<file path="src/rtl/core/dmq_pkg.sv">
package dmq_pkg;

    localparam int QUEUE_DEPTH = 16;
    localparam int ITEM_BITS   = 32;
    localparam int CFG_BITS    = 5;
    localparam int FUNC_BITS   = 3;
    localparam int SLOT_BITS   = (QUEUE_DEPTH > 1) ? $clog2(QUEUE_DEPTH) : 1;
    localparam int LEN_BITS    = $clog2(QUEUE_DEPTH + 1);
    localparam int QLEN_RESET  = 16;
    localparam int RESET_LEN   = (QLEN_RESET > QUEUE_DEPTH) ? QUEUE_DEPTH : QLEN_RESET;

    typedef enum logic [FUNC_BITS-1:0] {
        FUNC_SEND_BACK  = 3'd0,
        FUNC_SEND_FRONT = 3'd1,
        FUNC_OVERWRITE  = 3'd2,
        FUNC_RECEIVE    = 3'd3,
        FUNC_PEEK       = 3'd4,
        FUNC_RESET      = 3'd5
    } t_func;

    typedef enum logic [1:0] {
        ST_OK    = 2'd0,
        ST_FULL  = 2'd1,
        ST_EMPTY = 2'd2
    } t_status;

    typedef struct packed {
        logic                 en;
        logic [SLOT_BITS-1:0] addr;
        logic [ITEM_BITS-1:0] data;
    } t_slot_wr;

    // Length in use: zero acts as one, anything past the built depth clamps.
    function automatic logic [LEN_BITS-1:0] eff_len(input logic [CFG_BITS-1:0] q);
        logic [LEN_BITS-1:0] len;
        if (q == '0) begin
            len = LEN_BITS'(1);
        end else if (32'(q) > 32'(QUEUE_DEPTH)) begin
            len = LEN_BITS'(QUEUE_DEPTH);
        end else begin
            len = LEN_BITS'(q);
        end
        return len;
    endfunction

endpackage

</file>
<file path="src/rtl/core/dmq_slots.sv">
module dmq_slots #(
    parameter int WIDTH = 32,
    parameter int DEPTH = 16
) (
    input  logic                                          i_clk,
    input  logic                                          i_we,
    input  logic [((DEPTH > 1) ? $clog2(DEPTH) : 1)-1:0]  i_waddr,
    input  logic [WIDTH-1:0]                              i_wdata,
    input  logic [((DEPTH > 1) ? $clog2(DEPTH) : 1)-1:0]  i_raddr,
    output logic [WIDTH-1:0]                              o_rdata
);

    logic [WIDTH-1:0] r_mem [DEPTH];
    logic [WIDTH-1:0] r_rdata;

    // read-before-write on a shared address
    always_ff @(posedge i_clk) begin
        if (i_we) begin
            r_mem[i_waddr] <= i_wdata;
        end
        r_rdata <= r_mem[i_raddr];
    end

    assign o_rdata = r_rdata;

endmodule

</file>
<file path="src/rtl/core/double_ended_message_queue.sv">
// A transaction accepted on start passes the input register, then the result
//   register, before its result shows with o_done.
// Throughput: one transaction per cycle, no stall; busy is high only in reset.
// Reset (synchronous, i_rst_n low): ring empty, length 16, write slot 0,
//   read slot at length minus one; slot contents are left as they were.
// The receiver cannot stall: each result shows for exactly one cycle.
module double_ended_message_queue (
    input  logic                             i_clk,
    input  logic                             i_rst_n,
    // command channel
    input  logic                             start,
    output logic                             busy,
    input  logic [dmq_pkg::FUNC_BITS-1:0]    i_func,
    input  logic [dmq_pkg::ITEM_BITS-1:0]    i_data_in,
    // length register
    input  logic                             i_cfg_we,
    input  logic [dmq_pkg::CFG_BITS-1:0]     i_cfg_wdata,
    // result channel
    output logic                             o_done,
    output logic [1:0]                       o_status,
    output logic [dmq_pkg::ITEM_BITS-1:0]    o_read_data,
    output logic [dmq_pkg::LEN_BITS-1:0]     o_message_count,
    output logic [dmq_pkg::LEN_BITS-1:0]     o_free_space,
    output logic                             o_is_empty,
    output logic                             o_is_full
);
    import dmq_pkg::*;

    // input register
    logic                   r_in_valid;
    logic [FUNC_BITS-1:0]   r_func;
    logic [ITEM_BITS-1:0]   r_data;

    // ring state
    logic [CFG_BITS-1:0]    r_qlen;
    logic [SLOT_BITS-1:0]   r_write_slot, n_write_slot;
    logic [SLOT_BITS-1:0]   r_read_slot,  n_read_slot;
    logic [LEN_BITS-1:0]    r_count,      n_count;

    // result register
    logic                   r_done;
    t_status                r_status,     n_status;
    logic [ITEM_BITS-1:0]   r_read_data,  n_read_data;
    logic [LEN_BITS-1:0]    r_msg_count;
    logic [LEN_BITS-1:0]    r_free,       n_free;
    logic                   r_empty,      n_empty;
    logic                   r_full,       n_full;

    logic [LEN_BITS-1:0]    len;
    logic                   ring_full;
    logic                   ring_empty;
    logic [LEN_BITS-1:0]    rd_inc;
    logic [LEN_BITS-1:0]    wr_inc;
    logic [SLOT_BITS-1:0]   rd_next;
    logic [SLOT_BITS-1:0]   rd_prev;
    logic [SLOT_BITS-1:0]   wr_next;
    logic [ITEM_BITS-1:0]   slot_rd_data;
    t_slot_wr               slot_wr;

    // slot read issued at the edge that loads the transaction into the input register
    logic [SLOT_BITS-1:0]   rd_base;
    logic [LEN_BITS-1:0]    rd_base_inc;
    logic [SLOT_BITS-1:0]   rd_addr;
    logic [ITEM_BITS-1:0]   ram_rd_data;
    logic                   r_byp_hit;
    logic [ITEM_BITS-1:0]   r_byp_data;

    logic                   accept;

    // Nothing ever holds off a command except reset itself.
    assign busy   = ~i_rst_n;
    assign accept = start & ~busy;

    always_ff @(posedge i_clk) begin
        if (!i_rst_n) begin
            r_in_valid <= 1'b0;
        end else begin
            r_in_valid <= accept;
        end
    end

    always_ff @(posedge i_clk) begin
        if (accept) begin
            r_func <= i_func;
            r_data <= i_data_in;
        end
    end

    // Wrap arithmetic inside the configured length.
    assign len        = eff_len(r_qlen);
    assign ring_full  = (r_count >= len);
    assign ring_empty = (r_count == '0);
    assign rd_inc     = LEN_BITS'(r_read_slot) + LEN_BITS'(1);
    assign wr_inc     = LEN_BITS'(r_write_slot) + LEN_BITS'(1);
    assign rd_next    = (rd_inc >= len) ? '0 : SLOT_BITS'(rd_inc);
    assign wr_next    = (wr_inc >= len) ? '0 : SLOT_BITS'(wr_inc);
    assign rd_prev    = (r_read_slot == '0) ? SLOT_BITS'(len - LEN_BITS'(1))
                                            : r_read_slot - SLOT_BITS'(1);

    // Receive and peek both look at the slot just past the read slot. The
    // RAM read is registered, so the address is taken from the read slot as
    // it will stand after this edge: the transaction accepted now finds its
    // word on the RAM output while it sits in the input register. A length
    // write parks the read slot at length minus one, so the slot after is 0.
    assign rd_base     = r_in_valid ? n_read_slot : r_read_slot;
    assign rd_base_inc = LEN_BITS'(rd_base) + LEN_BITS'(1);
    assign rd_addr     = (i_cfg_we || rd_base_inc >= len) ? '0 : SLOT_BITS'(rd_base_inc);

    dmq_slots #(
        .WIDTH (ITEM_BITS),
        .DEPTH (QUEUE_DEPTH)
    ) u_slots (
        .i_clk   (i_clk),
        .i_we    (slot_wr.en),
        .i_waddr (slot_wr.addr),
        .i_wdata (slot_wr.data),
        .i_raddr (rd_addr),
        .o_rdata (ram_rd_data)
    );

    // A write landing on the slot being read at the same edge is not yet
    // in the RAM output; forward the written word instead.
    always_ff @(posedge i_clk) begin
        if (!i_rst_n) begin
            r_byp_hit <= 1'b0;
        end else begin
            r_byp_hit <= slot_wr.en && (slot_wr.addr == rd_addr);
        end
    end

    always_ff @(posedge i_clk) begin
        r_byp_data <= slot_wr.data;
    end

    assign slot_rd_data = r_byp_hit ? r_byp_data : ram_rd_data;

    always_comb begin
        n_write_slot = r_write_slot;
        n_read_slot  = r_read_slot;
        n_count      = r_count;
        n_status     = ST_OK;
        n_read_data  = '0;
        slot_wr.en   = 1'b0;
        slot_wr.addr = r_write_slot;
        slot_wr.data = r_data;

        case (t_func'(r_func))
            FUNC_SEND_BACK: begin
                if (ring_full) begin
                    n_status = ST_FULL;
                end else begin
                    slot_wr.en   = r_in_valid;
                    n_write_slot = wr_next;
                    n_count      = r_count + LEN_BITS'(1);
                end
            end
            FUNC_SEND_FRONT, FUNC_OVERWRITE: begin
                if (ring_full) begin
                    n_status = ST_FULL;
                end else begin
                    slot_wr.en   = r_in_valid;
                    slot_wr.addr = r_read_slot;
                    n_read_slot  = rd_prev;
                    // overwrite keeps the count unless the ring was empty
                    if (!(t_func'(r_func) == FUNC_OVERWRITE && !ring_empty)) begin
                        n_count = r_count + LEN_BITS'(1);
                    end
                end
            end
            FUNC_RECEIVE, FUNC_PEEK: begin
                if (ring_empty) begin
                    n_status = ST_EMPTY;
                end else begin
                    n_read_data = slot_rd_data;
                    if (t_func'(r_func) == FUNC_RECEIVE) begin
                        n_read_slot = rd_next;
                        n_count     = r_count - LEN_BITS'(1);
                    end
                end
            end
            FUNC_RESET: begin
                n_write_slot = '0;
                n_read_slot  = SLOT_BITS'(len - LEN_BITS'(1));
                n_count      = '0;
            end
            default: begin
                // unused codes: no change, plain success
            end
        endcase

        n_free  = len - n_count;
        n_empty = (n_count == '0);
        n_full  = (n_count == len);
    end

    // State. A length write empties the ring for the new length.
    always_ff @(posedge i_clk) begin
        if (!i_rst_n) begin
            r_qlen       <= CFG_BITS'(QLEN_RESET);
            r_write_slot <= '0;
            r_read_slot  <= SLOT_BITS'(RESET_LEN - 1);
            r_count      <= '0;
        end else if (i_cfg_we) begin
            r_qlen       <= i_cfg_wdata;
            r_write_slot <= '0;
            r_read_slot  <= SLOT_BITS'(eff_len(i_cfg_wdata) - LEN_BITS'(1));
            r_count      <= '0;
        end else if (r_in_valid) begin
            r_write_slot <= n_write_slot;
            r_read_slot  <= n_read_slot;
            r_count      <= n_count;
        end
    end

    // Result strobe
    always_ff @(posedge i_clk) begin
        if (!i_rst_n) begin
            r_done <= 1'b0;
        end else begin
            r_done <= r_in_valid;
        end
    end

    // Result payload, loaded with each transaction
    always_ff @(posedge i_clk) begin
        if (r_in_valid) begin
            r_status    <= n_status;
            r_read_data <= n_read_data;
            r_msg_count <= n_count;
            r_free      <= n_free;
            r_empty     <= n_empty;
            r_full      <= n_full;
        end
    end

    assign o_done          = r_done;
    assign o_status        = r_status;
    assign o_read_data     = r_read_data;
    assign o_message_count = r_msg_count;
    assign o_free_space    = r_free;
    assign o_is_empty      = r_empty;
    assign o_is_full       = r_full;

endmodule

</file>
<file path="config.mk">
export PLATFORM = sky130hd
export DESIGN_NAME = double_ended_message_queue
export DESIGN_NICKNAME = d
export VERILOG_FILES = /design/src/rtl/core/dmq_pkg.sv /design/src/rtl/core/dmq_slots.sv /design/src/rtl/core/double_ended_message_queue.sv
export SDC_FILE = /design/constraint.sdc
export NUM_CORES = 1
export LEC_CHECK = 0
export ABC_CLOCK_PERIOD_IN_PS = 13140
export BUFFER_PORTS_ARGS = -buffer_cell sky130_fd_sc_hd__buf_2
export CAP_MARGIN = 20
export CELL_PAD_IN_SITES_DETAIL_PLACEMENT = 1
export CELL_PAD_IN_SITES_GLOBAL_PLACEMENT = 2
export CORE_ASPECT_RATIO = 0.7
export CORE_UTILIZATION = 24
export DETAILED_ROUTE_END_ITERATION = 8
export PLACE_DENSITY = 0.58
export SYNTH_ARGS = -nofsm -noshare
export SYNTH_HDL_FRONTEND = slang
export SYNTH_SLANG_ARGS = --single-unit
</file>
<file path="constraint.sdc">
create_clock -name i_clk -period 13.14 [get_ports i_clk]
set_clock_uncertainty 0.15 [all_clocks]
set_input_delay 0.657 -clock i_clk [delete_from_list [all_inputs] [get_ports i_clk]]
set_output_delay 0.657 -clock i_clk [all_outputs]
set_load 0.03 [all_outputs]
</file>
# Yosys cells after proc, flatten, opt, wreduce, memory -nomap -nowiden
# Memories as Yosys holds them, arrays and structs flattened. A register that Yosys moved wholly into a read port is not among the register bits.
# Index checks and enable logic that the tools add are counted.
# totals
regBits,134
ramBits,512
input_bits,44
output_inout_bits,48
wordCells,94
mem_count,1
# mem_list
memory,depth,word_bits,read_ports,rd_ports_with_merged_regs,wr,line,rtl
u_slots.r_mem,16,32,1,1,1,dmq_slots.sv:13,logic [WIDTH-1:0] r_mem [DEPTH];
# op_classes
add_sub_neg,9
magnitude_cmp,6
n_eq_ne,8
n_mux,34
n_bitwise,3
reduce_logical,17
# op_table
cell,n
$mux 4,15
$mux 5,8
$mux 32,1
$ge 5x5->1,4
$logic_not 5->1,4
$pmux 5 s4,1
$add 4x1->5 const B,3
$pmux 4 s3,1
$sub 4x1->4 const B,3
$gt 5x5->1 const B,2
$pmux 4 s2,1
$reduce_or 2->1,4
$eq 3x2->1 const B,2
$eq 3x3->1 const B,2
$add 5x1->5 const B,1
$eq 5x5->1,1
$sub 5x1->5 const B,1
$sub 5x5->5,1
$eq 4x4->1,1
$logic_not 4->1,1
$mux 1,4
$pmux 2 s2,1
$eq 3x1->1 const B,1
$logic_not 3->1,1
11 further kinds,13

# Logic depth before layout (Yosys ltp)
# Gate-level depths: netlist of the first run.
# depth
word_depth,15
depth_mapped,29
mapped_depth_nobuf,22

# By module
# A second synthesis of the first run with hierarchy kept.
# hier_totals
cells_unflattened,1358
area_unflattened_um2,25899.8
# by_module_without_submodules
module,n_inst,cells_per_inst,area_per_inst_um2,seq_area_each_um2
dmq_slots,1,838,19835.3,16015.4
double_ended_message_queue,1,520,6064.6,3493.4

# Worst setup path after synthesis of the first run
# OpenSTA, ideal clock, no wires.
# synth_timing
path_type,register to register
start,register r_in_valid
end,"register u_slots.r_rdata[21] (netlist: u_slots.o_rdata[21]), read port of u_slots.r_mem"
setup_time_ns,0.117
arrival_ns,5.561
slack_ns,7.311
path_stages_with_launch,22
cell_sequence,dfxtp_1 -> inv_1 -> a221o_1 -> o41ai_1 -> or2_2 -> clkbuf_1 -> inv_1 -> buf_2 -> clkbuf_1 -> ha_1 -> xnor2_2 -> clkbuf_1 -> ha_1 -> a21oi_1 -> nand2_1 -> a21boi_0 -> o21ai_1 -> buf_4 -> buf_4 -> mux2i_1 -> o221ai_1 -> a32o_1
# synth_between
elab_chain_len,5
# synth_rtl
item,line,rtl
"start, declared",double_ended_message_queue.sv:30,logic r_in_valid;
"start signal, assigned",double_ended_message_queue.sv:78,r_in_valid <= accept;
$mux 4 *,-,
$add 4x1->5 *,double_ended_message_queue.sv:106,assign rd_base_inc = LEN_BITS'(rd_base) + LEN_BITS'(1);
$ge 5x5->1,double_ended_message_queue.sv:107,assign rd_addr = (i_cfg_we || rd_base_inc >= len) ? '0 : SLOT_BITS'(rd_base_inc);
$logic_or 1x1->1,double_ended_message_queue.sv:107,
$mux 4 *,double_ended_message_queue.sv:107,
"end, declared",dmq_slots.sv:14,logic [WIDTH-1:0] r_rdata;
# Mark *: on every way between the ends. The rest lies on a longest branch, timed or not.
# A chain may end at the register's enable or synchronous reset.

# Worst setup path in the final report of the first run
# layout_timing
start,register r_qlen[4]
end,"register u_slots.r_rdata[20] (netlist: u_slots.o_rdata[20]), read port of u_slots.r_mem"
# layout_between
elab_chain_len,13
# layout_rtl
item,line,rtl
"start, declared",double_ended_message_queue.sv:35,logic [CFG_BITS-1:0] r_qlen;
"start signal, assigned",double_ended_message_queue.sv:199,r_qlen <= CFG_BITS'(QLEN_RESET);
"start signal, assigned",double_ended_message_queue.sv:204,r_qlen <= i_cfg_wdata;
$gt 5x5->1,dmq_pkg.sv:38,end else if (32'(q) > 32'(QUEUE_DEPTH)) begin
$mux 5,dmq_pkg.sv:38,
$mux 5 *,dmq_pkg.sv:36,if (q == '0) begin
$ge 5x5->1,double_ended_message_queue.sv:95,assign rd_next = (rd_inc >= len) ? '0 : SLOT_BITS'(rd_inc);
$mux 4,double_ended_message_queue.sv:95,
$mux 4,double_ended_message_queue.sv:175,if (t_func'(r_func) == FUNC_RECEIVE) begin
$mux 4,double_ended_message_queue.sv:171,if (ring_empty) begin
$pmux 4 s3,double_ended_message_queue.sv:147,case (t_func'(r_func))
$mux 4,-,
$add 4x1->5,double_ended_message_queue.sv:106,
$ge 5x5->1,double_ended_message_queue.sv:107,
$logic_or 1x1->1,double_ended_message_queue.sv:107,
$mux 4 *,double_ended_message_queue.sv:107,
# Marks and branches as above.

==> impl_summary.log, run 1 <==
INFO  metric run_status = completed
INFO  metric routed_wl = 78900 um
INFO  metric worst_setup_path_startpoint = r_qlen[4]
INFO  metric critPathMaxFanout = 69
INFO  metric pin_count_of_the_biggest_net_entering_global_routing = 70
INFO  metric syn-instance-count = between 1500 and 2000
INFO  metric synthesis.nets = between 1500 and 2000
INFO  metric fin_util = roughly 28%
INFO  metric flow.area_growth_from_synthesis = 17.1%
INFO  metric count_of_hold_buffers_inserted_by_post_cts_repair = 17
INFO  metric synth-edff-count = 593
INFO  metric timing_max_transition_violations_final = 0
INFO  metric core.rowCount = 102
INFO  metric initial_core_util = between 20 and 25%
INFO  metric pin_count = 92
INFO  metric timing.hold.ws = 38.3 ps
INFO  metric dieWidth = roughly 400 um
INFO  metric synth_async_sr_flop_share = 0%
INFO  metric global_route.usage.total = 13.9%
INFO  metric detail-route-antenna-nets = 0
INFO  metric global_route_wire_length_before_repair = 115000 um
INFO  metric yosys.cell_types.count = about 70
INFO  metric cts-buffers-inserted = 70
INFO  metric setup_violations = 0
INFO  metric post-route-cell-area = 31400 um2
INFO  metric drt-vias-per-instance = ~4.6
INFO  metric syn_avg_cell_area = roughly 15 um2
INFO  metric die_area = 113000 um2
INFO  metric drv_cap = 0
INFO  metric worst_r2r_startpoint = r_qlen[4]
INFO  metric routabilityCongestion = 0.770
INFO  metric origin_of_the_worst_min_delay_path = i_data_in[24]
INFO  metric postPlaceCellArea = 29000 um2
INFO  metric grt_setup_unrepaired = no
INFO  metric final_cycle_utilization_of_the_critical_path = between 60% and 70%
INFO  metric coreArea = 111000 um2
INFO  metric synth_top_cell_by_area = sky130_fd_sc_hd__edfxtp_1
INFO  metric worst-setup-path-type = reg -> reg
INFO  metric setup_tns = 0 ps
INFO  metric critPathCaptureType = flop
INFO  metric global_route.overflow_total = 0
INFO  metric layoutNonFillerInstCount = 3365
INFO  metric ys.flop_type = sky130_fd_sc_hd__edfxtp_1
INFO  metric power.total = ~5.2 mW
INFO  metric synth.top_cell.area_share = 66.4%
INFO  metric final_nets = approximately 1900
INFO  metric power-per-cell-area = around 160 nW/um2
INFO  metric dieHeight = 282 um
INFO  metric critPathRequiredTime = 13520 ps
INFO  metric leakage = 11.1 nW
INFO  metric first_global_vias = 16300
INFO  metric grt_antenna_before_repair = 1
INFO  metric cts_repair_resize_count = 0
INFO  metric numClockSinks = 678
INFO  metric place_hpwl = 43400 um
INFO  metric synth.area.top_cells = sky130_fd_sc_hd__edfxtp_1, sky130_fd_sc_hd__mux2i_1, sky130_fd_sc_hd__dfxtp_1
INFO  metric placedCellCount = between 3000 and 4000
INFO  metric tritoncts = yes
INFO  metric ys_warn_count = 0
INFO  metric timing_worst_slew_pin_value = about 1200 ps
INFO  metric clock_path_buffers = 3
INFO  metric deepest_level_of_the_cts_h_tree = 3
INFO  metric post-cts-setup-buffers = 0
INFO  metric drive_gt1_share = 14.9%
INFO  metric slew-limit-headroom = 21.3%
INFO  metric worstSetupStartpointType = flop
INFO  metric clk_latency = 650 ps
INFO  metric detailedPlace.worstSlack = 4870 ps
INFO  metric cts.reportedPaths.clkPinSlew = 60 ps
INFO  metric worst_slack = 4850 ps
INFO  metric first_pass_iters = 5
INFO  metric hp-class = in -> reg
INFO  metric final_period_minus_worst_setup_slack = 8290 ps
INFO  metric dr_total_vias = about 16000
INFO  metric critPathArrivalTime = 8680 ps
INFO  metric netlist_area = ~27000 um2
INFO  metric layout_fillers = 11600
INFO  metric fmaxAchievable = between 0.1 and 0.15 GHz
INFO  metric timing.final.hold_violations = 0
INFO  metric dr.first_iter.drc_count = 1149
INFO  metric area_used_by_multi_input_combinational_logic = 6870 um2
INFO  metric wire_length_per_cell_after_detailed_routing = 23.5 um
INFO  metric post_synthesis_register_bit_count = 678
INFO  metric port_buffers = 91
INFO  metric synth_sequential_area_ratio = 72.8%
INFO  metric root_buffer = sky130_fd_sc_hd__clkbuf_16
INFO  metric vdd_ir_drop_max = 93.7 uV
INFO  metric detail_route.drc_violations = 0
INFO  metric final-seq-area = slightly below 20000 um2
## final cells by class
cell class	instances	area share, %
clock inverters	20	0.578
multi-input cells	930	21.9
flip-flops and latches	678	62.1
clock buffers	108	6.39
repair buffers	146	2.90
well taps	1456	5.80
diodes	1	0.00797
inverters	26	0.327
## layout by cell type, fill, tap and decap left out, types with 7 or more instances in the layout
cell type | Yosys | final
sky130_fd_sc_hd__xor2_1 | 10 | 10
sky130_fd_sc_hd__clkbuf_1 | 58 | 29
sky130_fd_sc_hd__nor2_4 | 0 | 17
sky130_fd_sc_hd__nand2_1 | 161 | 160
sky130_fd_sc_hd__xnor2_1 | 7 | 7
sky130_fd_sc_hd__nor3_1 | 7 | 7
sky130_fd_sc_hd__mux2i_1 | 203 | 203
sky130_fd_sc_hd__dfxtp_1 | 85 | 83
sky130_fd_sc_hd__a31oi_1 | 35 | 35
sky130_fd_sc_hd__clkinv_2 | 0 | 7
sky130_fd_sc_hd__a21oi_1 | 28 | 27
sky130_fd_sc_hd__a32o_1 | 32 | 32
sky130_fd_sc_hd__o21ai_0 | 19 | 19
sky130_fd_sc_hd__o22ai_1 | 34 | 34
sky130_fd_sc_hd__dlygate4sd3_1 | 0 | 17
sky130_fd_sc_hd__and2_1 | 8 | 7
sky130_fd_sc_hd__o221ai_1 | 55 | 55
sky130_fd_sc_hd__a211oi_1 | 7 | 7
sky130_fd_sc_hd__inv_1 | 25 | 23
sky130_fd_sc_hd__and3_1 | 39 | 39
sky130_fd_sc_hd__buf_2 | 36 | 91
sky130_fd_sc_hd__edfxtp_1 | 593 | 593
sky130_fd_sc_hd__nand3_1 | 42 | 42
sky130_fd_sc_hd__ha_1 | 28 | 27
sky130_fd_sc_hd__clkbuf_8 | 0 | 7
sky130_fd_sc_hd__clkbuf_16 | 0 | 72
sky130_fd_sc_hd__nand2b_1 | 13 | 13
sky130_fd_sc_hd__nor2_1 | 84 | 67
sky130_fd_sc_hd__a311oi_1 | 35 | 35
sky130_fd_sc_hd__buf_4 | 15 | 38
sky130_fd_sc_hd__o221ai_2 | 10 | 10
sky130_fd_sc_hd__a21o_1 | 7 | 7
## flip-flops by register name, summed over array words and instances (netlist names)
signal           count
o_read_data         32
r_count              5
o_is_full            1
u_slots.o_rdata     32
o_status             2
u_slots.r_mem      512
r_func               3
o_is_empty           1
o_free_space         5
r_in_valid           1
r_read_slot          4
r_write_slot         4
r_byp_data          32
r_byp_hit            1
r_data              32
o_done               1
o_message_count      5
r_qlen               5
## worst max-delay path: stages (launching register included)
cell and delay (ps):
sky130_fd_sc_hd__dfxtp_1 450, sky130_fd_sc_hd__inv_1 160, sky130_fd_sc_hd__o21ai_1 310, sky130_fd_sc_hd__inv_1 240, sky130_fd_sc_hd__ha_1 330, sky130_fd_sc_hd__nor2b_1 110
sky130_fd_sc_hd__o21ai_0 180, sky130_fd_sc_hd__a21o_1 260, sky130_fd_sc_hd__a2111oi_0 550, sky130_fd_sc_hd__nor4_1 80, sky130_fd_sc_hd__or2_2 450, sky130_fd_sc_hd__inv_6 610
sky130_fd_sc_hd__ha_2 380, sky130_fd_sc_hd__xnor2_4 120, sky130_fd_sc_hd__buf_4 510, sky130_fd_sc_hd__ha_1 340, sky130_fd_sc_hd__a21oi_1 160, sky130_fd_sc_hd__o21ai_0 130
sky130_fd_sc_hd__inv_1 150, sky130_fd_sc_hd__and2_1 240, sky130_fd_sc_hd__mux2i_1 220, sky130_fd_sc_hd__a21boi_4 600, sky130_fd_sc_hd__buf_4 740, sky130_fd_sc_hd__o221ai_1 270
sky130_fd_sc_hd__a32o_1 340
## worst paths after layout
check	cells after the start	end	slack, ps
worst max-delay path	24	u_slots.o_rdata[20]	4850
worst min-delay path	1	r_data[24]	40
worst max register to register	24	u_slots.o_rdata[20]	4850
worst min register to register	2	r_write_slot[2]	370
## Yosys cell counts (all sizes together), types with 2 or more instances
cell,number
maj3,2
mux2i,203
a211oi,9
a21o,7
ha,28
nor2,85
o22ai,34
a32o,32
edfxtp,593
nand3,42
nand2,162
and4,2
o21a,3
a32oi,2
nor4,2
o41ai,2
or4b,2
dfxtp,85
and2,8
a2111oi,2
xor2,10
inv,26
o21ai,23
nor3,7
buf,54
a21oi,28
or3,6
or4,2
or2,3
mux2,3
a22oi,2
o221ai,65
nand2b,13
a31oi,35
xnor2,8
clkbuf,58
a21boi,3
and3,39
a311oi,35
nor2b,7
## routing by layer
| metal | global-route usage, % | vias up | wire length [um] |
|---|---|---|---|
| li1 | - | 7024 | - |
| met1 | 20.3 | 8104 | 39800 |
| met2 | 21.1 | 303 | 34400 |
| met3 | 2.16 | 101 | 3010 |
| met4 | 4.03 | 0 | 1780 |
| met5 | 0 | - | 0 |
## power breakdown
group	leakage, nW	switching (mW)	internal [mW]	total, mW
combinational	3.96	0.492	0.237	0.729
sequential	6.08	0.0670	2.43	2.50
clock	1.06	0.848	1.10	1.95
total	11.1	1.41	3.76	5.17
## cell families after synthesis
kind of cell / Yosys count / synth area share [%]
simple gates: 383 / 6.53
compound gates: 292 / 8.59
buf+inv: 138 / 2.34
mux: 206 / 7.70
flops: 678 / 72.8
xor+xnor: 18 / 0.616
fa+ha+maj: 31 / 1.46
(Power assumes the default switching activity.)
==> run 2, diff against run 1 <==
--- a/config.mk
+++ b/config.mk
@@ -5,7 +5,8 @@
 export SDC_FILE = /design/constraint.sdc
 export NUM_CORES = 1
 export LEC_CHECK = 0
-export ABC_CLOCK_PERIOD_IN_PS = 13140
+export ABC_AREA = 1
+export ABC_CLOCK_PERIOD_IN_PS = 8300
 export BUFFER_PORTS_ARGS = -buffer_cell sky130_fd_sc_hd__buf_2
 export CAP_MARGIN = 20
 export CELL_PAD_IN_SITES_DETAIL_PLACEMENT = 1
@@ -13,7 +14,7 @@
 export CORE_ASPECT_RATIO = 0.7
 export CORE_UTILIZATION = 24
 export DETAILED_ROUTE_END_ITERATION = 8
-export PLACE_DENSITY = 0.58
+export PLACE_DENSITY = 0.62
 export SYNTH_ARGS = -nofsm -noshare
 export SYNTH_HDL_FRONTEND = slang
 export SYNTH_SLANG_ARGS = --single-unit
==> constraint.sdc (replaced) <==
create_clock -name i_clk -period 8.3 [get_ports i_clk]
set_clock_uncertainty 0.15 [all_clocks]
set_input_delay 0.415 -clock i_clk [delete_from_list [all_inputs] [get_ports i_clk]]
set_output_delay 0.415 -clock i_clk [all_outputs]
set_load 0.03 [all_outputs]
==> impl_summary.log, run 2 <==
INFO  metric power-per-cell-area = 247 nW/um2 (+50%)
INFO  metric tritoncts = yes
INFO  metric dominant_cell_by_count_in_the_synthesized_netlist = sky130_fd_sc_hd__edfxtp_1
INFO  metric die_area = 125000 um2 (+10%)
INFO  metric drive_gt1_share = 9.60% (-5.3 points)
INFO  metric flow.area_growth_from_synthesis = 17.6%
INFO  metric largest_register = u_slots.r_mem
INFO  metric setup_tns = 0 ps (unchanged)
INFO  metric detail_route.drc_violations = 0 (unchanged)
INFO  metric root_buffer = sky130_fd_sc_hd__clkbuf_16
INFO  metric fmaxAchievable = 0.140 GHz (+16%)
INFO  metric run_status = completed
INFO  metric detail-route-antenna-nets = 0 (unchanged)
INFO  metric global_route.usage.total = 15.2% (+1.3 points)
INFO  metric critical_path_depth = 30 (+25%)
INFO  metric numClockSinks = 678 (unchanged)
INFO  metric synth_top_cell_by_area = sky130_fd_sc_hd__edfxtp_1
INFO  metric register_to_register_setup_slack = 1140 ps (-3710 ps)
INFO  metric mostFrequentLayoutCell = sky130_fd_sc_hd__edfxtp_1
INFO  metric place_hpwl = 49100 um (+13%)
INFO  metric critPathArrivalTime = 7550 ps (-1130 ps)
INFO  metric deepest_level_of_the_cts_h_tree = 3 (unchanged)
INFO  metric crit-reg2reg-capture = u_slots.o_rdata[1]
INFO  metric wire_length_per_cell_after_detailed_routing = 20.4 um (-13%)
INFO  metric n_antenna_cell = 0 (-1)
INFO  metric origin_of_the_worst_min_delay_path = i_data_in[25]
INFO  metric syn_avg_cell_area = 10.3 um2 (-33%)
INFO  metric post_synthesis_register_bit_count = 678 (unchanged)
INFO  metric clk_latency = 670 ps (+20 ps)
INFO  metric syn-instance-count = 2880 (+65%)
INFO  metric vdd_ir_drop_max = 182 uV (+94%)
INFO  metric critPathCaptureType = flop
INFO  metric reg2reg_depth = 30 (+25%)
INFO  metric core.rowCount = 107 (+4.9%)
INFO  metric worst_r2r_startpoint = r_qlen[2]
INFO  metric critical_path_s_top_delay_family = simple AND/OR/NAND/NOR gates
INFO  metric worst-setup-path-type = reg -> reg
INFO  metric pin_count = 92 (unchanged)
INFO  metric coreArea = 122000 um2 (+10%)
INFO  metric dieWidth = 421 um (+5.0%)
INFO  metric drv_cap = 0 (unchanged)
INFO  metric first_global_vias = 20700 (+27%)
INFO  metric largest_register_ff_count = 512 (unchanged)
INFO  metric worstSetupStartpointType = flop
INFO  metric timing_worst_slew_pin_value = 1140 ps (-32.1 ps)
INFO  metric leakage = 13.8 nW (+25%)
INFO  metric worst_setup_path_startpoint = r_qlen[2]
INFO  metric met1_length = 48300 um (+21%)
INFO  metric final_cycle_utilization_of_the_critical_path = 86.3% (+23 points)
INFO  metric cpMaxStageDelayCell = sky130_fd_sc_hd__clkinv_2
INFO  metric synth_sequential_area_ratio = 66.0% (-6.8 points)
INFO  metric dieHeight = 296 um (+5.0%)
INFO  metric ys_warn_count = 0 (unchanged)
INFO  metric initial_core_util = 24.2% (about the same)
INFO  metric placedCellCount = 4478 (+39%)
INFO  metric grt_setup_unrepaired = no
INFO  metric synth.area.top_cells = sky130_fd_sc_hd__edfxtp_1, sky130_fd_sc_hd__nand2_1, sky130_fd_sc_hd__nand3_1
INFO  metric synth_async_sr_flop_share = 0% (unchanged)
INFO  metric yosys.cell_types.count = 42 (-42%)
INFO  metric synth-edff-count = 593 (unchanged)
INFO  metric pin_count_of_the_biggest_net_entering_global_routing = 130 (+86%)
INFO  metric port_buffers = 91 (unchanged)
INFO  metric layoutNonFillerInstCount = 4665 (+39%)
INFO  metric cts.reportedPaths.clkPinSlew = 60 ps (about the same)
INFO  metric met2WireLength = 41900 um (+22%)
INFO  metric dr_wl_met3 = 3110 um (+3.2%)
INFO  metric drt-vias-per-instance = 4.45 (-3.6%)
INFO  metric ys.flop_type = sky130_fd_sc_hd__edfxtp_1
INFO  metric routabilityCongestion = 0.763 (-0.97%)
INFO  metric timing.final.hold_violations = 0 (unchanged)
INFO  metric cp.buffers_inverters = 4 (-2)
INFO  metric synthesis.nets = 2953 (+62%)
INFO  metric final_nets = 3042 (+58%)
INFO  metric synth.top_cell.area_share = 60.2% (-6.2 points)
INFO  metric global_route.overflow_total = 0 (unchanged)
INFO  metric top_signal_layer_used = met4
INFO  metric slew-limit-headroom = 24.0% (+2.7 points)
INFO  metric routed_wl = 95000 um (+20%)
INFO  metric cts_repair_resize_count = 0 (unchanged)
INFO  metric clock_path_buffers = 3 (unchanged)
INFO  metric netlist_area = 29600 um2 (+10%)
INFO  metric critPathMaxFanout = 96 (+39%)
INFO  metric first_pass_iters = 5 (unchanged)
INFO  metric setup_violations = 0 (unchanged)
INFO  metric post_synth_most_frequent_cells = sky130_fd_sc_hd__edfxtp_1, sky130_fd_sc_hd__nand2_1, sky130_fd_sc_hd__inv_1
INFO  metric timing_max_transition_violations_final = 0 (unchanged)
INFO  metric critical_path.most_common_cell = sky130_fd_sc_hd__nand2_1
INFO  metric timing.critical_path.to = u_slots.o_rdata[1]
INFO  metric cts-buffers-inserted = 74 (+5.7%)
INFO  metric global_route_wire_length_before_repair = 141000 um (+23%)
INFO  metric critical_path.max_stage_delay = 790 ps (+50 ps)
INFO  metric critPathRequiredTime = 8690 ps (-4830 ps)
INFO  metric dr.first_iter.drc_count = 1349 (+17%)
INFO  metric final_period_minus_worst_setup_slack = 7160 ps (-1130 ps)
INFO  metric dr_total_vias = 20800 (+34%)
INFO  metric grt_antenna_before_repair = 0 (-1)
INFO  metric final_cell_mix = sky130_fd_sc_hd__edfxtp_1, sky130_fd_sc_hd__nand2_1, sky130_fd_sc_hd__inv_1
INFO  metric hp-class = in -> reg
==> run 2: cell families (layout without fill, tap and decap cells) <==
group,after synthesis,in the layout,share of synthesized area (%)
compound gates,118,118,2.26
xor+xnor,13,13,0.385
fa+ha+maj,29,29,1.25
buf+inv,640,790,8.63
flops,678,678,66.0
simple gates,1402,1402,21.5
==> run 2: layer usage <==
metal | vias to the layer above | GRT usage [%]
li1 | 9899 | -
met1 | 10400 | 22.1
met2 | 353 | 23.6
met3 | 102 | 2.24
met4 | 0 | 3.79
met5 | - | 0
==> run 2: worst min path at each step <==
stage | end | cells after the start
after floorplan | r_qlen[3] | 2
after global placement | r_qlen[3] | 2
after detailed placement | r_qlen[0] | 2
after CTS | r_data[25] | 2
after global routing | r_data[25] | 2
final | r_data[25] | 2
==> run 2: area by class of cell <==
cell class | count | area [um2]
inverters | 471 | 1770
clock buffers | 101 | 2020
well taps | 1635 | 2050
multi-input cells | 1562 | 7670
flip-flops and latches | 678 | 19500
clock inverters | 36 | 412
fillers | 13700 | 87200
repair buffers | 182 | 1310
==> run 2: what timing repair did <==
| item | CTS | global route |
|---|---|---|
| hold buffers | 50 | 0 |
| setup buffers | 0 | 0 |
| hold endpoints to repair | 45 | 0 |
==> run 2: where the power goes <==
part           total (mW)  switching [mW]  internal, mW
Clock                3.39            1.49          1.90
Sequential           3.96           0.111          3.85
Combinational        1.24           0.918         0.321
==> run 2: per-stage QoR <==
stage          worst slack [ps]  hold WS [ps]  total power, mW  util [%]  cell area [um2]
2_1_floorplan              4050           312             4.82         -            29600
3_3_place_gp               1290           332             5.28      26.1            31800
3_5_place_dp               1110           357             5.28      26.1            31800
4_1_cts                    1070           240             8.73      28.5            34800
5_1_grt                     533           274             8.98      28.5            34800
6_report                   1140           306             8.59      28.5            34800
==> run 2: worst reg2reg max path, delay by kind of cell, from the launching register on <==
family          cells  cell delay (ps)
simple gates       20             3560
buf+inv             4             1570
fa+ha+maj           3             1010
compound gates      3              430
flops               1              340
